File: config.mk
export PLATFORM = sky130hd
export DESIGN_NAME = knob_pickup_parameter_controller
export DESIGN_NICKNAME = d
export VERILOG_FILES = /design/src/hdl/kppc_pkg.sv /design/src/hdl/knob_pickup_parameter_controller.sv /design/src/hdl/kppc_skid.sv
export SDC_FILE = /design/constraint.sdc
export NUM_CORES = 1
export LEC_CHECK = 0
export BUFFER_PORTS_ARGS = -buffer_cell sky130_fd_sc_hd__buf_2
export CAP_MARGIN = 25
export CORE_ASPECT_RATIO = 0.7
export CORE_UTILIZATION = 55
export DETAILED_ROUTE_END_ITERATION = 8
export GPL_ROUTABILITY_DRIVEN = 0
export PLACE_DENSITY = 0.84
export SLEW_MARGIN = 20
export SYNTH_ARGS = -nofsm -noshare
export SYNTH_HDL_FRONTEND = slang
export SYNTH_SLANG_ARGS = --single-unit
File: constraint.sdc
create_clock -name clk -period 5.74 [get_ports clk]
set_clock_uncertainty 0.15 [all_clocks]
set_input_delay 0.287 -clock clk [delete_from_list [all_inputs] [get_ports clk]]
set_output_delay 0.287 -clock clk [all_outputs]
set_load 0.1 [all_outputs]
File: src/hdl/kppc_pkg.sv
// Shared types and constants for the knob pickup parameter controller.
`timescale 1ns / 1ps
package kppc_pkg;

  localparam int KPPC_DEBOUNCE_DEPTH = 4;
  localparam int SAMPLE_W = 10;
  localparam int INDEX_W = 3;
  localparam logic [INDEX_W-1:0] CONTROL_LAST = 3'd5;

  typedef enum logic [1:0] {
    CMD_KNOB = 2'd0,
    CMD_NEXT = 2'd1,
    CMD_LOCK = 2'd2,
    CMD_FREQ = 2'd3
  } command_t;

  localparam logic [INDEX_W-1:0] CTRL_TUNING = 3'd0;
  localparam logic [INDEX_W-1:0] CTRL_OSC_WAVE = 3'd1;
  localparam logic [INDEX_W-1:0] CTRL_LFO_WAVE = 3'd2;
  localparam logic [INDEX_W-1:0] CTRL_LFO_RATE = 3'd3;
  localparam logic [INDEX_W-1:0] CTRL_ATTACK = 3'd4;
  localparam logic [INDEX_W-1:0] CTRL_DECAY = 3'd5;

  typedef struct packed {
    logic [INDEX_W-1:0] selected_control;
    logic               is_locked;
    logic [6:0]         tuning_value;
    logic [1:0]         oscillator_wave;
    logic [1:0]         lfo_wave;
    logic [6:0]         lfo_rate;
    logic [10:0]        attack_time;
    logic [10:0]        decay_time;
    logic [3:0]         frequency_value;
  } result_t;

endpackage

File: src/hdl/knob_pickup_parameter_controller.sv
// Top level: knob pickup state, parameter mapping and frequency debounce.
// Each accepted request pushes its result snapshot into the output buffer.
// Throughput: one request per cycle while the buffer is not full; the
// two-entry output buffer lets one result wait while the next request is taken.
// Reset (synchronous): all parameters, index, lock, ring and ring position
// clear to zero; the threshold returns to 16.
`timescale 1ns / 1ps
module knob_pickup_parameter_controller #(
  parameter int DEBOUNCE_DEPTH = kppc_pkg::KPPC_DEBOUNCE_DEPTH
) (
  input  logic        clk,
  input  logic        rst,
  input  logic        in_valid,
  output logic        in_ready,
  input  logic [1:0]  command,
  input  logic [9:0]  sample_value,
  output logic        out_valid,
  input  logic        out_ready,
  output logic [2:0]  selected_control,
  output logic        is_locked,
  output logic [6:0]  tuning_value,
  output logic [1:0]  oscillator_wave,
  output logic [1:0]  lfo_wave,
  output logic [6:0]  lfo_rate,
  output logic [10:0] attack_time,
  output logic [10:0] decay_time,
  output logic [3:0]  frequency_value,
  input  logic        cfg_write_enable,
  input  logic [9:0]  cfg_write_data
);
  import kppc_pkg::*;

  localparam int POS_W = $clog2(DEBOUNCE_DEPTH);
  localparam logic [POS_W-1:0] POS_LAST = POS_W'(DEBOUNCE_DEPTH - 1);

  logic [SAMPLE_W-1:0] unlock_threshold;
  logic [INDEX_W-1:0]  current_index, current_index_next;
  logic                lock_flag, lock_flag_next;
  logic [SAMPLE_W-1:0] previous_sample, previous_sample_next;
  logic [6:0]          tuning_reg, tuning_reg_next;
  logic [1:0]          osc_wave_reg, osc_wave_reg_next;
  logic [1:0]          lfo_wave_reg, lfo_wave_reg_next;
  logic [6:0]          lfo_rate_reg, lfo_rate_reg_next;
  logic [10:0]         attack_reg, attack_reg_next;
  logic [10:0]         decay_reg, decay_reg_next;
  logic [3:0]          freq_reg, freq_reg_next;
  logic [SAMPLE_W-1:0] debounce_ring [DEBOUNCE_DEPTH];
  logic [POS_W-1:0]    ring_position, ring_position_next;
  logic                ring_write;

  logic                accept;
  logic                buf_full;
  logic signed [11:0]  sv_s, win_lo, win_hi;
  logic                knob_hold, freq_taken, ring_same;
  logic [POS_W-1:0]    pos_inc;
  result_t             result, out_data;

  assign accept   = in_valid && in_ready;
  assign in_ready = !buf_full;

  // pickup window, signed
  assign sv_s   = signed'({2'b00, sample_value});
  assign win_lo = signed'({2'b00, previous_sample}) - signed'({2'b00, unlock_threshold});
  assign win_hi = signed'({2'b00, previous_sample}) + signed'({2'b00, unlock_threshold});
  assign knob_hold = lock_flag && ((sample_value < unlock_threshold) ||
                                   ((sv_s > win_lo) && (sv_s < win_hi)));

  assign freq_taken = (sample_value >= unlock_threshold);
  assign pos_inc    = (ring_position == POS_LAST) ? '0 : ring_position + POS_W'(1);

  always_comb begin
    ring_same = 1'b1;
    for (int j = 0; j < DEBOUNCE_DEPTH; j++) begin
      if ((POS_W'(j) != pos_inc) && (debounce_ring[j] != sample_value)) begin
        ring_same = 1'b0;
      end
    end
  end

  always_comb begin
    current_index_next   = current_index;
    lock_flag_next       = lock_flag;
    previous_sample_next = previous_sample;
    tuning_reg_next      = tuning_reg;
    osc_wave_reg_next    = osc_wave_reg;
    lfo_wave_reg_next    = lfo_wave_reg;
    lfo_rate_reg_next    = lfo_rate_reg;
    attack_reg_next      = attack_reg;
    decay_reg_next       = decay_reg;
    freq_reg_next        = freq_reg;
    ring_position_next   = ring_position;
    ring_write           = 1'b0;
    unique case (command_t'(command))
      CMD_KNOB: begin
        if (!knob_hold) begin
          lock_flag_next       = 1'b0;
          previous_sample_next = sample_value;
          unique case (current_index)
            CTRL_TUNING:   tuning_reg_next   = sample_value[9:3];
            CTRL_OSC_WAVE: osc_wave_reg_next = sample_value[9:8];
            CTRL_LFO_WAVE: lfo_wave_reg_next = sample_value[9:8];
            CTRL_LFO_RATE: lfo_rate_reg_next = {1'b0, sample_value[9:4]} + 7'd1;
            CTRL_ATTACK:   attack_reg_next   = {1'b0, sample_value} + 11'd1;
            CTRL_DECAY:    decay_reg_next    = {1'b0, sample_value} + 11'd1;
            default: ;
          endcase
        end
      end
      CMD_NEXT: begin
        lock_flag_next     = 1'b1;
        current_index_next = (current_index == CONTROL_LAST) ? '0
                                                             : current_index + INDEX_W'(1);
      end
      CMD_LOCK: begin
        lock_flag_next       = 1'b1;
        previous_sample_next = sample_value;
      end
      CMD_FREQ: begin
        if (freq_taken) begin
          ring_write         = 1'b1;
          ring_position_next = pos_inc;
          if (ring_same) begin
            freq_reg_next = sample_value[9:6];
          end
        end
      end
      default: ;
    endcase
  end

  always_ff @(posedge clk) begin
    if (rst) begin
      unlock_threshold <= SAMPLE_W'(16);
      current_index    <= '0;
      lock_flag        <= 1'b0;
      previous_sample  <= '0;
      tuning_reg       <= '0;
      osc_wave_reg     <= '0;
      lfo_wave_reg     <= '0;
      lfo_rate_reg     <= '0;
      attack_reg       <= '0;
      decay_reg        <= '0;
      freq_reg         <= '0;
      ring_position    <= '0;
      for (int j = 0; j < DEBOUNCE_DEPTH; j++) begin
        debounce_ring[j] <= '0;
      end
    end else begin
      if (cfg_write_enable) begin
        unlock_threshold <= cfg_write_data;
      end
      if (accept) begin
        current_index   <= current_index_next;
        lock_flag       <= lock_flag_next;
        previous_sample <= previous_sample_next;
        tuning_reg      <= tuning_reg_next;
        osc_wave_reg    <= osc_wave_reg_next;
        lfo_wave_reg    <= lfo_wave_reg_next;
        lfo_rate_reg    <= lfo_rate_reg_next;
        attack_reg      <= attack_reg_next;
        decay_reg       <= decay_reg_next;
        freq_reg        <= freq_reg_next;
        ring_position   <= ring_position_next;
        if (ring_write) begin
          debounce_ring[pos_inc] <= sample_value;
        end
      end
    end
  end

  // snapshot of the state after this request
  always_comb begin
    result.selected_control = current_index_next;
    result.is_locked        = lock_flag_next;
    result.tuning_value     = tuning_reg_next;
    result.oscillator_wave  = osc_wave_reg_next;
    result.lfo_wave         = lfo_wave_reg_next;
    result.lfo_rate         = lfo_rate_reg_next;
    result.attack_time      = attack_reg_next;
    result.decay_time       = decay_reg_next;
    result.frequency_value  = freq_reg_next;
  end

  kppc_skid u_skid (
    .clk       (clk),
    .rst       (rst),
    .push      (accept),
    .push_data (result),
    .full      (buf_full),
    .out_valid (out_valid),
    .out_ready (out_ready),
    .out_data  (out_data)
  );

  assign selected_control = out_data.selected_control;
  assign is_locked        = out_data.is_locked;
  assign tuning_value     = out_data.tuning_value;
  assign oscillator_wave  = out_data.oscillator_wave;
  assign lfo_wave         = out_data.lfo_wave;
  assign lfo_rate         = out_data.lfo_rate;
  assign attack_time      = out_data.attack_time;
  assign decay_time       = out_data.decay_time;
  assign frequency_value  = out_data.frequency_value;

  a_index_range: assert property (@(posedge clk) disable iff (rst)
    current_index <= CONTROL_LAST)
    else $error("selected index out of range");

  a_stall_has_result: assert property (@(posedge clk) disable iff (rst)
    !in_ready |-> out_valid)
    else $error("input stalled with no result pending");

  a_accept_gives_result: assert property (@(posedge clk) disable iff (rst)
    accept |=> out_valid)
    else $error("accepted request produced no result");

  a_next_locks: assert property (@(posedge clk) disable iff (rst)
    (accept && (command == CMD_NEXT)) |=> lock_flag)
    else $error("next control did not lock the knob");

endmodule

File: src/hdl/kppc_skid.sv
// Two-entry output buffer: result register plus skid register.
`timescale 1ns / 1ps
module kppc_skid (
  input  logic              clk,
  input  logic              rst,
  input  logic              push,
  input  kppc_pkg::result_t push_data,
  output logic              full,
  output logic              out_valid,
  input  logic              out_ready,
  output kppc_pkg::result_t out_data
);
  import kppc_pkg::*;

  logic    skid_valid;
  result_t skid_data;

  assign full = skid_valid;

  always_ff @(posedge clk) begin
    if (rst) begin
      out_valid  <= 1'b0;
      skid_valid <= 1'b0;
    end else if (out_valid && out_ready) begin
      if (skid_valid) begin
        out_data   <= skid_data;
        skid_valid <= 1'b0;
      end else if (push) begin
        out_data <= push_data;
      end else begin
        out_valid <= 1'b0;
      end
    end else if (push) begin
      if (!out_valid) begin
        out_data  <= push_data;
        out_valid <= 1'b1;
      end else begin
        skid_data  <= push_data;
        skid_valid <= 1'b1;
      end
    end
  end

endmodule

After elaboration in Yosys (flattened, before gate mapping)
Memory sizes are Yosys's and may differ from the RTL's.
Index checks and enable logic that the tools add are counted.
Word-level totals
  register bits after elaboration: 168
  memory bits (writable): 40
  bits of input ports: 27
  output and inout port bits: 50
  memories kept: 1
Cells by class
  $add $sub $neg: 6
  order comparisons: 4
  equal/unequal tests: 20
  mux-type cells: 52
  bitwise logic cells: 2
  reductions and logical operators: 25
Memory list
  debounce_ring: words 4, bits a word 10, rd ports 4, clocked after memory_dff 0, wr ports 4, RTL line knob_pickup_parameter_controller.sv:47  | logic [SAMPLE_W-1:0] debounce_ring [DEBOUNCE_DEPTH];
Operator list (count)
  two-way mux 48 bit: 5
  two-way mux 11 bit: 6
  two-way mux 7 bit: 6
  != test 10 bit: 4
  two-way mux 10 bit: 2
  case mux 10 bit (2 select lines): 1
  two-way mux 1 bit: 18
  two-way mux 2 bit: 8
  two-way mux 4 bit: 3
  adder 10 x 1 -> 11 bit, second input constant: 1
  adder 10 x 10 -> 11 bit: 1
  greater-than comparator 11 bit: 1
  < comparator 10 x 11 -> 1 bit: 1
  subtractor 10 x 10 -> 11 bit: 1
  greater-or-equal comparator 10 bit: 1
  < comparator 10 bit: 1
  OR reduction 10 bit: 1
  AND reduction 3 bit: 3
  logical AND 1 bit: 8
  != test 2 bit, second input constant: 4
  AND reduction 4 bit: 2
  nonzero test 2 bit: 4
  adder 6 x 1 -> 7 bit, second input constant: 1
  == test 2 bit, second input constant: 3
  other kinds (17): 23

Longest topological paths before layout
Gate-level depths: netlist of the first run.
  depth in word-level cells: 14
  depth in mapped cells: 21

Hierarchy
A second synthesis of the first run with hierarchy kept.
Unflattened totals
  cell total of the unflattened synthesis: 930
  area, all modules: 11070.6 µm²
By module, submodules not included
  knob_pickup_parameter_controller: times used 1, cells an instance 769, area an instance 7425.9 µm²
  kppc_skid: times used 1, cells an instance 161, area an instance 3644.7 µm²

Worst setup path after synthesis of the first run
OpenSTA, ideal clock, no wires.
  path kind: flip-flop to flip-flop
  start point: reg u_skid.out_valid
  end point: reg u_skid.out_data[0] (netlist name)
  data arrival time: 4.540 ns
  slack: 0.537 ns
  stages on the path, launching flop included: 3
  period minus slack after synthesis: 5.203 ns
  path through: dfxtp_1 > a21oi_1 > nor3_1
Between the ends
  word-level cells in the longest chain between the ends: 3
  elaborated cells on any way between the ends: 4
  classes of those cells: 1 x eq/ne; 3 x reduce/logical
RTL lines
  from (decl): RTL line kppc_skid.sv:9  | output logic out_valid,
  from (signal assigned): RTL line kppc_skid.sv:22  | out_valid <= 1'b0;
  from (signal assigned): RTL line kppc_skid.sv:31  | out_valid <= 1'b0;
  from (signal assigned): RTL line kppc_skid.sv:36  | out_valid <= 1'b1;
  logical AND 1 bit: RTL line kppc_skid.sv:24  | end else if (out_valid && out_ready) begin
  != test 2 bit (no line) / nonzero test 2 bit (equally long branches)
  AND reduction 4 bit (no line) *
Mark *: on every way between the ends. The rest lies on a longest branch, timed or not.
A chain may end at the register's enable or synchronous reset.

Worst setup path in the final report of the first run
  start point: reg unlock_threshold[1]
  end point: reg u_skid.out_data[29] (netlist name)
Between the ends
  word-level cells in the longest chain between the ends: 10
  elaborated cells on any way between the ends: 15
  classes of those cells: 2 x add/sub; 3 x order compare; 7 x mux; 3 x reduce/logical
RTL lines
  from (decl): RTL line knob_pickup_parameter_controller.sv:36  | logic [SAMPLE_W-1:0] unlock_threshold;
  from (signal assigned): RTL line knob_pickup_parameter_controller.sv:150  | unlock_threshold <= cfg_write_data;
  subtractor 10 x 10 -> 11 bit / adder 10 x 10 -> 11 bit (equally long branches): RTL line knob_pickup_parameter_controller.sv:63, knob_pickup_parameter_controller.sv:64
  greater-than comparator 11 bit / < comparator 10 x 11 -> 1 bit (equally long branches): RTL line knob_pickup_parameter_controller.sv:66  | ((sv_s > win_lo) && (sv_s < win_hi)));
  logical AND 1 bit: RTL line knob_pickup_parameter_controller.sv:66
  logical OR 1 bit *: RTL line knob_pickup_parameter_controller.sv:65  | assign knob_hold = lock_flag && ((sample_value < unlock_threshold) ||
  logical AND 1 bit *: RTL line knob_pickup_parameter_controller.sv:65
  two-way mux 7 bit *: RTL line knob_pickup_parameter_controller.sv:95  | if (!knob_hold) begin
  two-way mux 7 bit *: RTL line knob_pickup_parameter_controller.sv:93  | unique case (command_t'(command))
  two-way mux 48 bit, on equally long branches: RTL line kppc_skid.sv:34, kppc_skid.sv:28
  two-way mux 48 bit, on equally long branches: RTL line kppc_skid.sv:33, kppc_skid.sv:25
  two-way mux 48 bit *: RTL line kppc_skid.sv:24
Mark *: on every way between the ends. The rest lies on a longest branch, timed or not. The select of a mux whose other input is x is not followed.

==> metrics.md, run 1 <==
| Metric | Value |
|---|---|
| Flop pwr share | `46.1%` |
| Status | `finished, final reports clean` |
| Area of the core | `19900 µm²` |
| Least-Margin Pin Slew | `0.943 ns` |
| H-tree Lvls | `1` |
| Post-synth EDFFs | `136` |
| Pre-CTS WS | `0.661 ns` |
| Port Buffers | `76` |
| Crit path DAT | `5.29 ns` |
| Total wire length | `27000 µm` |
| Regs by FF count | `u_skid.out_data: 48 flops, u_skid.skid_data: 48 flops, debounce_ring: 40 flops` |
| Vias per cell | `6.06` |
| Leakage | `0.00506 µW` |
| Final worst slack | `0.593 ns` |
| Gate count of the mapped netlist | `1083` |
| Iter 0 DRT Violations | `971` |
| Most common cell after layout, fill and taps aside | `edfxtp_1` |
| Most frequent cells in the layout | `136 x edfxtp_1, 99 x nand2_1, 76 x buf_2` |
| Die Area | `21000 µm²` |
| Clk Latency, worst-skew pair | `0.51 ns` |
| Final Setup Violations | `0` |
| Total negative slack | `0 ns` |
| Max FO, Critical Path | `45` |
| Int Power | `2570 µW` |
| Max-slew violation count | `0` |
| # clock sinks | `208` |
| CTS buffer count | `21` |
| Area growth from synthesis to layout | `12.0%` |
| Final period utilization | `89.7%` |
| Pin count of the biggest net entering global routing | `69` |
| Max Freq | `194 MHz` |
| DP Wirelength | `17700 µm` |
| Clock power frac | `36.9%` |
| First-pass GRT wire length | `43000 µm` |
| YS warnings | `0` |
| Sw Share | `29.5%` |
| Die Wd | `173 µm` |
| Detailed-route via count | `8618` |
| Crit end category | `flip-flop` |
| # DRC | `0` |
| Layout net count | `1226` |
| Initial antenna violation count | `0` |
| Gr ovfl total | `0` |
| Req. time, crit path | `5.88 ns` |
| Fill cells | `1589` |
| Syn avg cell area | `10.4 µm²` |
| Remaining antenna violation count | `0` |
| CP Launch Type | `flip-flop` |
| Power Density | `289 nW/µm²` |
| Critical path class | `flip-flop to flip-flop` |
| Setup Buffers After CTS | `0` |
| Combinational cell fraction of total power | `17.1%` |
| Syn nets | `1173` |
| I/O pins | `77` |
| GR Util All Layers | `25.9%` |
| R2R setup slack | `0.59 ns` |
| Rows | `43` |
| Netlist cell types | `64` |
| CTS tree | `done` |
| Final Hold Fails | `0` |
| DR WL/cell | `19.0 µm` |
| Pre-antenna DRT Iters | `5` |
| Max VDD drop | `0.194 mV` |
| Clk Tree Root Cell | `clkbuf_16` |
| Register bit total from synthesis | `208` |
| RSZ-0062 raised after global routing | `no` |
| Max Root-Sink Buffers | `3` |
| Die Ht | `122 µm` |
| Netlist Area Pre-Place | `11200 µm²` |
| MaxCap Viol Count | `0` |
| P_sw | `1070 µW` |
| CTS clk-pin slew, worst paths | `0.07 ns` |
| Relative slew slack | `37.1%` |
| Vias in the first global route | `8122` |
| Register area share after synthesis | `49.2%` |
| Async set-reset flop share out of synthesis | `0%` |
| Starting density of the core | `56.4%` |
| Dominant synthesized flop cell | `edfxtp_1` |
| Layout cells sized above 1 | `15.1%` |
| Hold Path Class | `input port to flip-flop` |
| Period minus WS final | `5.15 ns` |
==> power by group through the flow <==
stage / Clock [µW] / Combinational (µW) / Sequential, µW
finish: 1340 / 621 / 1680
global route: 1410 / 669 / 1680
CTS: 1350 / 612 / 1680
detailed placement: 0 / 602 / 1710
global placement: 0 / 584 / 1710
floorplan: 0 / 345 / 1820
==> worst max-delay path, stage by stage, from the launching register on <==
cell	delay (ns)
dfxtp_1	0.41
inv_1	0.13
ha_1	0.32
nor2b_1	0.13
o21ai_0	0.19
a21boi_0	0.15
o21a_1	0.20
o211a_1	0.24
o2111a_1	0.25
a211oi_1	0.25
ha_1	0.31
a211oi_1	0.21
nand2_1	0.08
o311a_1	0.39
a2111oi_4	0.42
a211o_2	0.31
buf_12	0.25
nand2_4	0.12
o311ai_0	0.38
==> cell usage after synthesis, types with 3 or more instances <==
| cell | instances | share of area, % |
|---|---|---|
| dfxtp_1 | 72 | 13 |
| xnor2_1 | 26 | 2.0 |
| mux2_2 | 22 | 2.2 |
| ha_1 | 61 | 6.8 |
| a221o_1 | 9 | 0.80 |
| buf_4 | 6 | 0.40 |
| o2111a_1 | 3 | 0.30 |
| o311ai_0 | 5 | 0.39 |
| nor2_1 | 71 | 2.4 |
| mux2i_1 | 38 | 3.4 |
| and2_1 | 48 | 2.7 |
| buf_1 | 4 | 0.13 |
| a21o_1 | 4 | 0.27 |
| o211ai_1 | 16 | 1.1 |
| nand3_1 | 45 | 2.0 |
| xor2_1 | 42 | 3.3 |
| edfxtp_1 | 136 | 36 |
| or3_1 | 4 | 0.22 |
| nor2b_1 | 8 | 0.45 |
| a41oi_1 | 7 | 0.55 |
| clkbuf_1 | 58 | 1.9 |
| a21oi_1 | 62 | 2.8 |
| o31ai_1 | 10 | 0.67 |
| nor3_1 | 11 | 0.49 |
| o21bai_1 | 3 | 0.20 |
| nor4_1 | 8 | 0.45 |
| inv_1 | 40 | 1.3 |
| or2_2 | 4 | 0.22 |
| buf_2 | 8 | 0.36 |
| nand2_1 | 99 | 3.3 |
| nand4_1 | 12 | 0.67 |
| a31oi_1 | 24 | 1.3 |
| o21ai_0 | 50 | 2.2 |
| a211oi_1 | 15 | 1.0 |
| and3_1 | 9 | 0.50 |
==> metal layers <==
metal / vias to the layer above / part of all wire [%] / global-route usage [%]
li1: 4035 / - / -
met1: 4141 / 46 / 38.1
met2: 401 / 44 / 40.2
met3: 41 / 8.5 / 3.46
met4: 0 / 1.8 / 7.13
met5: - / 0 / 0
==> timing repair <==
action,in CTS,in global routing
hold buffers,12,0
hold endpoints to repair,11,0
resized for setup,0,0
endpoints found under the setup margin,0,0
==> per-stage QoR <==
step	power (µW)	instance area, µm²	hold slack, ns	utilization, %	cells
after floorplan	2170	11200	0.239	-	1083
after global placement	2290	11800	0.291	59.3	1371
after detailed placement	2310	11800	0.298	59.3	1371
after CTS	3640	12600	0.0674	63.2	1421
after global routing	3760	12600	0.0866	63.2	1421
final	3640	12600	0.0832	63.2	1422
==> final cells by class <==
| class | count | area (µm²) | share of cell area, % |
|---|---|---|---|
| timing repair buffer | 107 | 656 | 5.21 |
| clock inverter | 15 | 123 | 0.974 |
| antenna | 1 | 2.50 | 0.0199 |
| tap | 270 | 338 | 2.68 |
| sequential | 208 | 5530 | 43.9 |
| multi-input combinational | 758 | 5250 | 41.7 |
| clock buffer | 23 | 543 | 4.31 |
| inverter | 40 | 150 | 1.19 |
==> cells by family (layout without fill, tap and decap cells) <==
group | after synthesis | count (layout) | synth area share [%]
other | 0 | 1 | 0
muxes | 61 | 61 | 5.69
xor gates and xnor gates | 68 | 68 | 5.30
AOI/OAI and AO/OA | 237 | 237 | 14.2
DFF | 208 | 208 | 49.2
buffers and inverters | 117 | 185 | 4.27
and+or+nand+nor | 329 | 329 | 14.2
adders and majority gates | 63 | 63 | 7.15
==> worst paths after layout <==
check | from | to | depth (start not counted)
min reg2reg | attack_reg[10] | attack_reg[10] | 2
max reg2reg | unlock_threshold[1] | u_skid.out_data[29] | 18
min | rst | tuning_reg[5] | 4
max | unlock_threshold[1] | u_skid.out_data[29] | 18
(Power assumes the default switching activity.)
==> run 2: changes to the inputs <==
SETUP_SLACK_MARGIN = 0.2   (was not set)
SYNTH_HIERARCHICAL = 1   (was not set)
==> run 2 against run 1 <==
Global-route usage shrank 1.6 points. First-iteration DRC count shrank 47%. Sequential share of layout area grew 0.76 points. Register-to-register slack gained 0.15 ns. Utilization shrank 0.57 points. Combinational power shrank 15%. Clock power shrank 3%. Area after synthesis shrank 1.4%. Critical path type unchanged. Critical endpoint is now u_skid/out_data[25].
==> metrics.md, run 2 <==
| Metric | Value |
|---|---|
| Status | `finished, final reports clean` |
| RSZ-0062 raised after global routing | `no` |
| CP top delay family | `compound AO/OA/AOI/OAI gates` |
| Register area share after synthesis | `49.9% (+0.72 points)` |
| Crit end category | `flip-flop` |
| Leading area contributor after synthesis | `edfxtp_1` |
| # clock sinks | `208 (unchanged)` |
| Clk Latency, worst-skew pair | `0.50 ns (about the same)` |
| Relative slew slack | `41.2% (+4.0 points)` |
| Layout net count | `1090 (-11%)` |
| Iter 0 DRT Violations | `518 (-47%)` |
| Rows | `43 (unchanged)` |
| CP Launch Type | `flip-flop` |
| Clk Tree Root Cell | `clkbuf_16` |
| Max-slew violation count | `0 (unchanged)` |
| DR WL/cell | `18.8 µm (-0.77%)` |
| N_diodes | `0 (-1)` |
| Syn nets | `1020 (-13%)` |
| Placed cell count | `1236 (-9.8%)` |
| Detailed-route via count | `7236 (-16%)` |
| Die Wd | `172 µm (-0.72%)` |
| Dominant synthesized flop cell | `edfxtp_1` |
| CTS tree | `done` |
| Area growth from synthesis to layout | `11.7%` |
| Leakage | `0.00520 µW (+2.7%)` |
| Area contributors post-synth | `edfxtp_1 37%, dfxtp_1 13%, mux2_2 8.7%` |
| DP Wirelength | `15800 µm (-11%)` |
| YS warnings | `6 (+6)` |
| Gr ovfl total | `0 (unchanged)` |
| Vias per cell | `5.63 (-7.1%)` |
| Most common library cells after synthesis | `136 x edfxtp_1, 86 x mux2_2, 72 x dfxtp_1, 72 x nand2_1, 61 x ha_1` |
| Synth top area share | `36.9% (+0.53 points)` |
| Async set-reset flop share out of synthesis | `0% (unchanged)` |
| Port Buffers | `76 (unchanged)` |
| Remaining antenna violation count | `0 (unchanged)` |
| GR Util All Layers | `24.2% (-1.6 points)` |
| Period minus WS final | `4.99 ns (-0.152 ns)` |
| Power Density | `282 nW/µm² (-2.5%)` |
| Pre-antenna DRT Iters | `4 (-1)` |
| Die Area | `20700 µm² (-1.4%)` |
| Finished Layout Cells | `1285 (-9.6%)` |
| WP buf/inv | `1 (-1)` |
| Vias in the first global route | `7179 (-12%)` |
| Max Freq | `200 MHz (+3.0%)` |
| Pin count of the biggest net entering global routing | `58 (-16%)` |
| Final period utilization | `87.0% (-2.7 points)` |
| MaxCap Viol Count | `0 (unchanged)` |
| Post-synth EDFFs | `136 (unchanged)` |
| Netlist cell types | `62 (-3.1%)` |
| Regs by FF count | `u_skid/out_data: 48 flops, u_skid/skid_data: 48 flops, debounce_ring: 40 flops` |
| CTS buffer count | `21 (unchanged)` |
| Cell with the most instances after synthesis | `edfxtp_1` |
| H-tree Lvls | `1 (unchanged)` |
| Pre-CTS WS | `0.818 ns (+0.157 ns)` |
| Most common cell after layout, fill and taps aside | `edfxtp_1` |
| Register bit total from synthesis | `208 (unchanged)` |
| Most frequent cells in the layout | `136 x edfxtp_1, 86 x mux2_2, 76 x buf_2` |
| Hold Path Class | `input port to flip-flop` |
| First-pass GRT wire length | `38900 µm (-9.5%)` |
| Final Hold Fails | `0 (unchanged)` |
| Netlist Area Pre-Place | `11100 µm² (-1.4%)` |
| Worst path slowest cell | `o311a_2` |
| Max FO, Critical Path | `24 (-47%)` |
| Setup Buffers After CTS | `0 (unchanged)` |
| CTS clk-pin slew, worst paths | `0.06 ns (about the same)` |
| Syn avg cell area | `11.9 µm² (+15%)` |
| Critical-path cell list | `inv_1, ha_1, nor2b_1, o21ai_0, a21boi_0, o21ai_0, a211o_1, nand2_1, a311oi_1, ha_1, nand3_1, nor3_1, a21o_1, a31oi_1, o311a_2, nand3b_4, mux2_2, mux2_2` |
| Critical path class | `flip-flop to flip-flop` |
| Crit path largest cell delay | `0.56 ns (+0.14 ns)` |
| Gate count of the mapped netlist | `930 (-14%)` |
| Least-Margin Pin Slew | `0.878 ns (-0.0653 ns)` |
| Final worst slack | `0.745 ns (+0.152 ns)` |
| Max VDD drop | `0.209 mV (+7.5%)` |
| I/O pins | `77 (unchanged)` |
| Total wire length | `24200 µm (-10%)` |
| # DRC | `0 (unchanged)` |
| Area of the core | `19700 µm² (-0.81%)` |
| Final Setup Violations | `0 (unchanged)` |
| Die Ht | `121 µm (-0.72%)` |
| Total negative slack | `0 ns (unchanged)` |
| Initial antenna violation count | `0 (unchanged)` |
| Max Root-Sink Buffers | `3 (unchanged)` |
| Req. time, crit path | `5.84 ns (-0.04 ns)` |
| Crit path DAT | `5.09 ns (-0.20 ns)` |
| Layout cells sized above 1 | `24.2% (+9.1 points)` |
| Starting density of the core | `56.1% (-0.36 points)` |
run 2: cell types whose count changed after synthesis, moves of 20 or more:
cell	previous run	this run
a21oi_1	62	27
a31oi_1	24	2
clkbuf_1	58	30
mux2_2	22	86
mux2_4	0	20
nand2_1	99	72
nand3_1	45	12
nor2_1	71	49
o21ai_0	50	15
run 2: per-stage QoR:
stage,hold WS [ns],power (µW),instance area (µm²),util [%]
detailed placement,0.298,2200,11600,58.8
global placement,0.289,2190,11600,58.8
CTS,0.0608,3510,12400,62.7
finish,0.0681,3490,12400,62.7
floorplan,0.209,2100,11100,-
global route,0.0752,3610,12400,62.7
run 2: final cells by class:
cell class | instances | area, µm²
clock buffer | 26 | 554
fill | 1505 | 7370
clock inverter | 12 | 93.8
timing repair buffer | 100 | 588
sequential | 208 | 5530
multi-input combinational | 632 | 5130
inverter | 37 | 139
tap | 270 | 338
run 2: logic make-up after synthesis:
kind of cell             synth area share (%)
AND/OR/NAND/NOR                          12.1
adder cells (fa/ha/maj)                  7.26
buffers and inverters                    3.79
flip-flops                               49.9
XOR/XNOR                                 5.38
AO/OA/AOI/OAI                            5.54
multiplexers                             16.0
run 2: power breakdown:
group          switching, µW  internal [µW]  total [µW]  leakage, µW
Clock                    565            735        1300     0.000314
Combinational            358            167         525      0.00298
Sequential              25.5           1640        1660      0.00190
Total                    948           2540        3490      0.00520
run 2: timing repair:
action / 4_1_cts / 5_1_grt
hold buffers: 11 / 0
resized for setup: 0 / 0
endpoints found under the hold margin: 12 / 0
run 2: path summary, 6_finish.rpt:
| kind | start | endpoint | slack [ns] | cells after the start |
|---|---|---|---|---|
| setup / recovery | unlock_threshold[1] | u_skid/out_data[25] | 0.75 | 18 |
| hold / removal | rst | u_skid/out_data[46] | 0.07 | 2 |
| setup reg to reg | unlock_threshold[1] | u_skid/out_data[25] | 0.75 | 18 |
| hold reg to reg | osc_wave_reg[0] | osc_wave_reg[0] | 0.31 | 2 |
run 2: metal layers:
layer,routed length [µm],up-vias,GRT usage (%)
li1,-,3444,-
met1,11400,3549,35.9
met2,11000,211,37.7
met3,1340,32,3.31
met4,432,0,5.08
met5,0,-,0
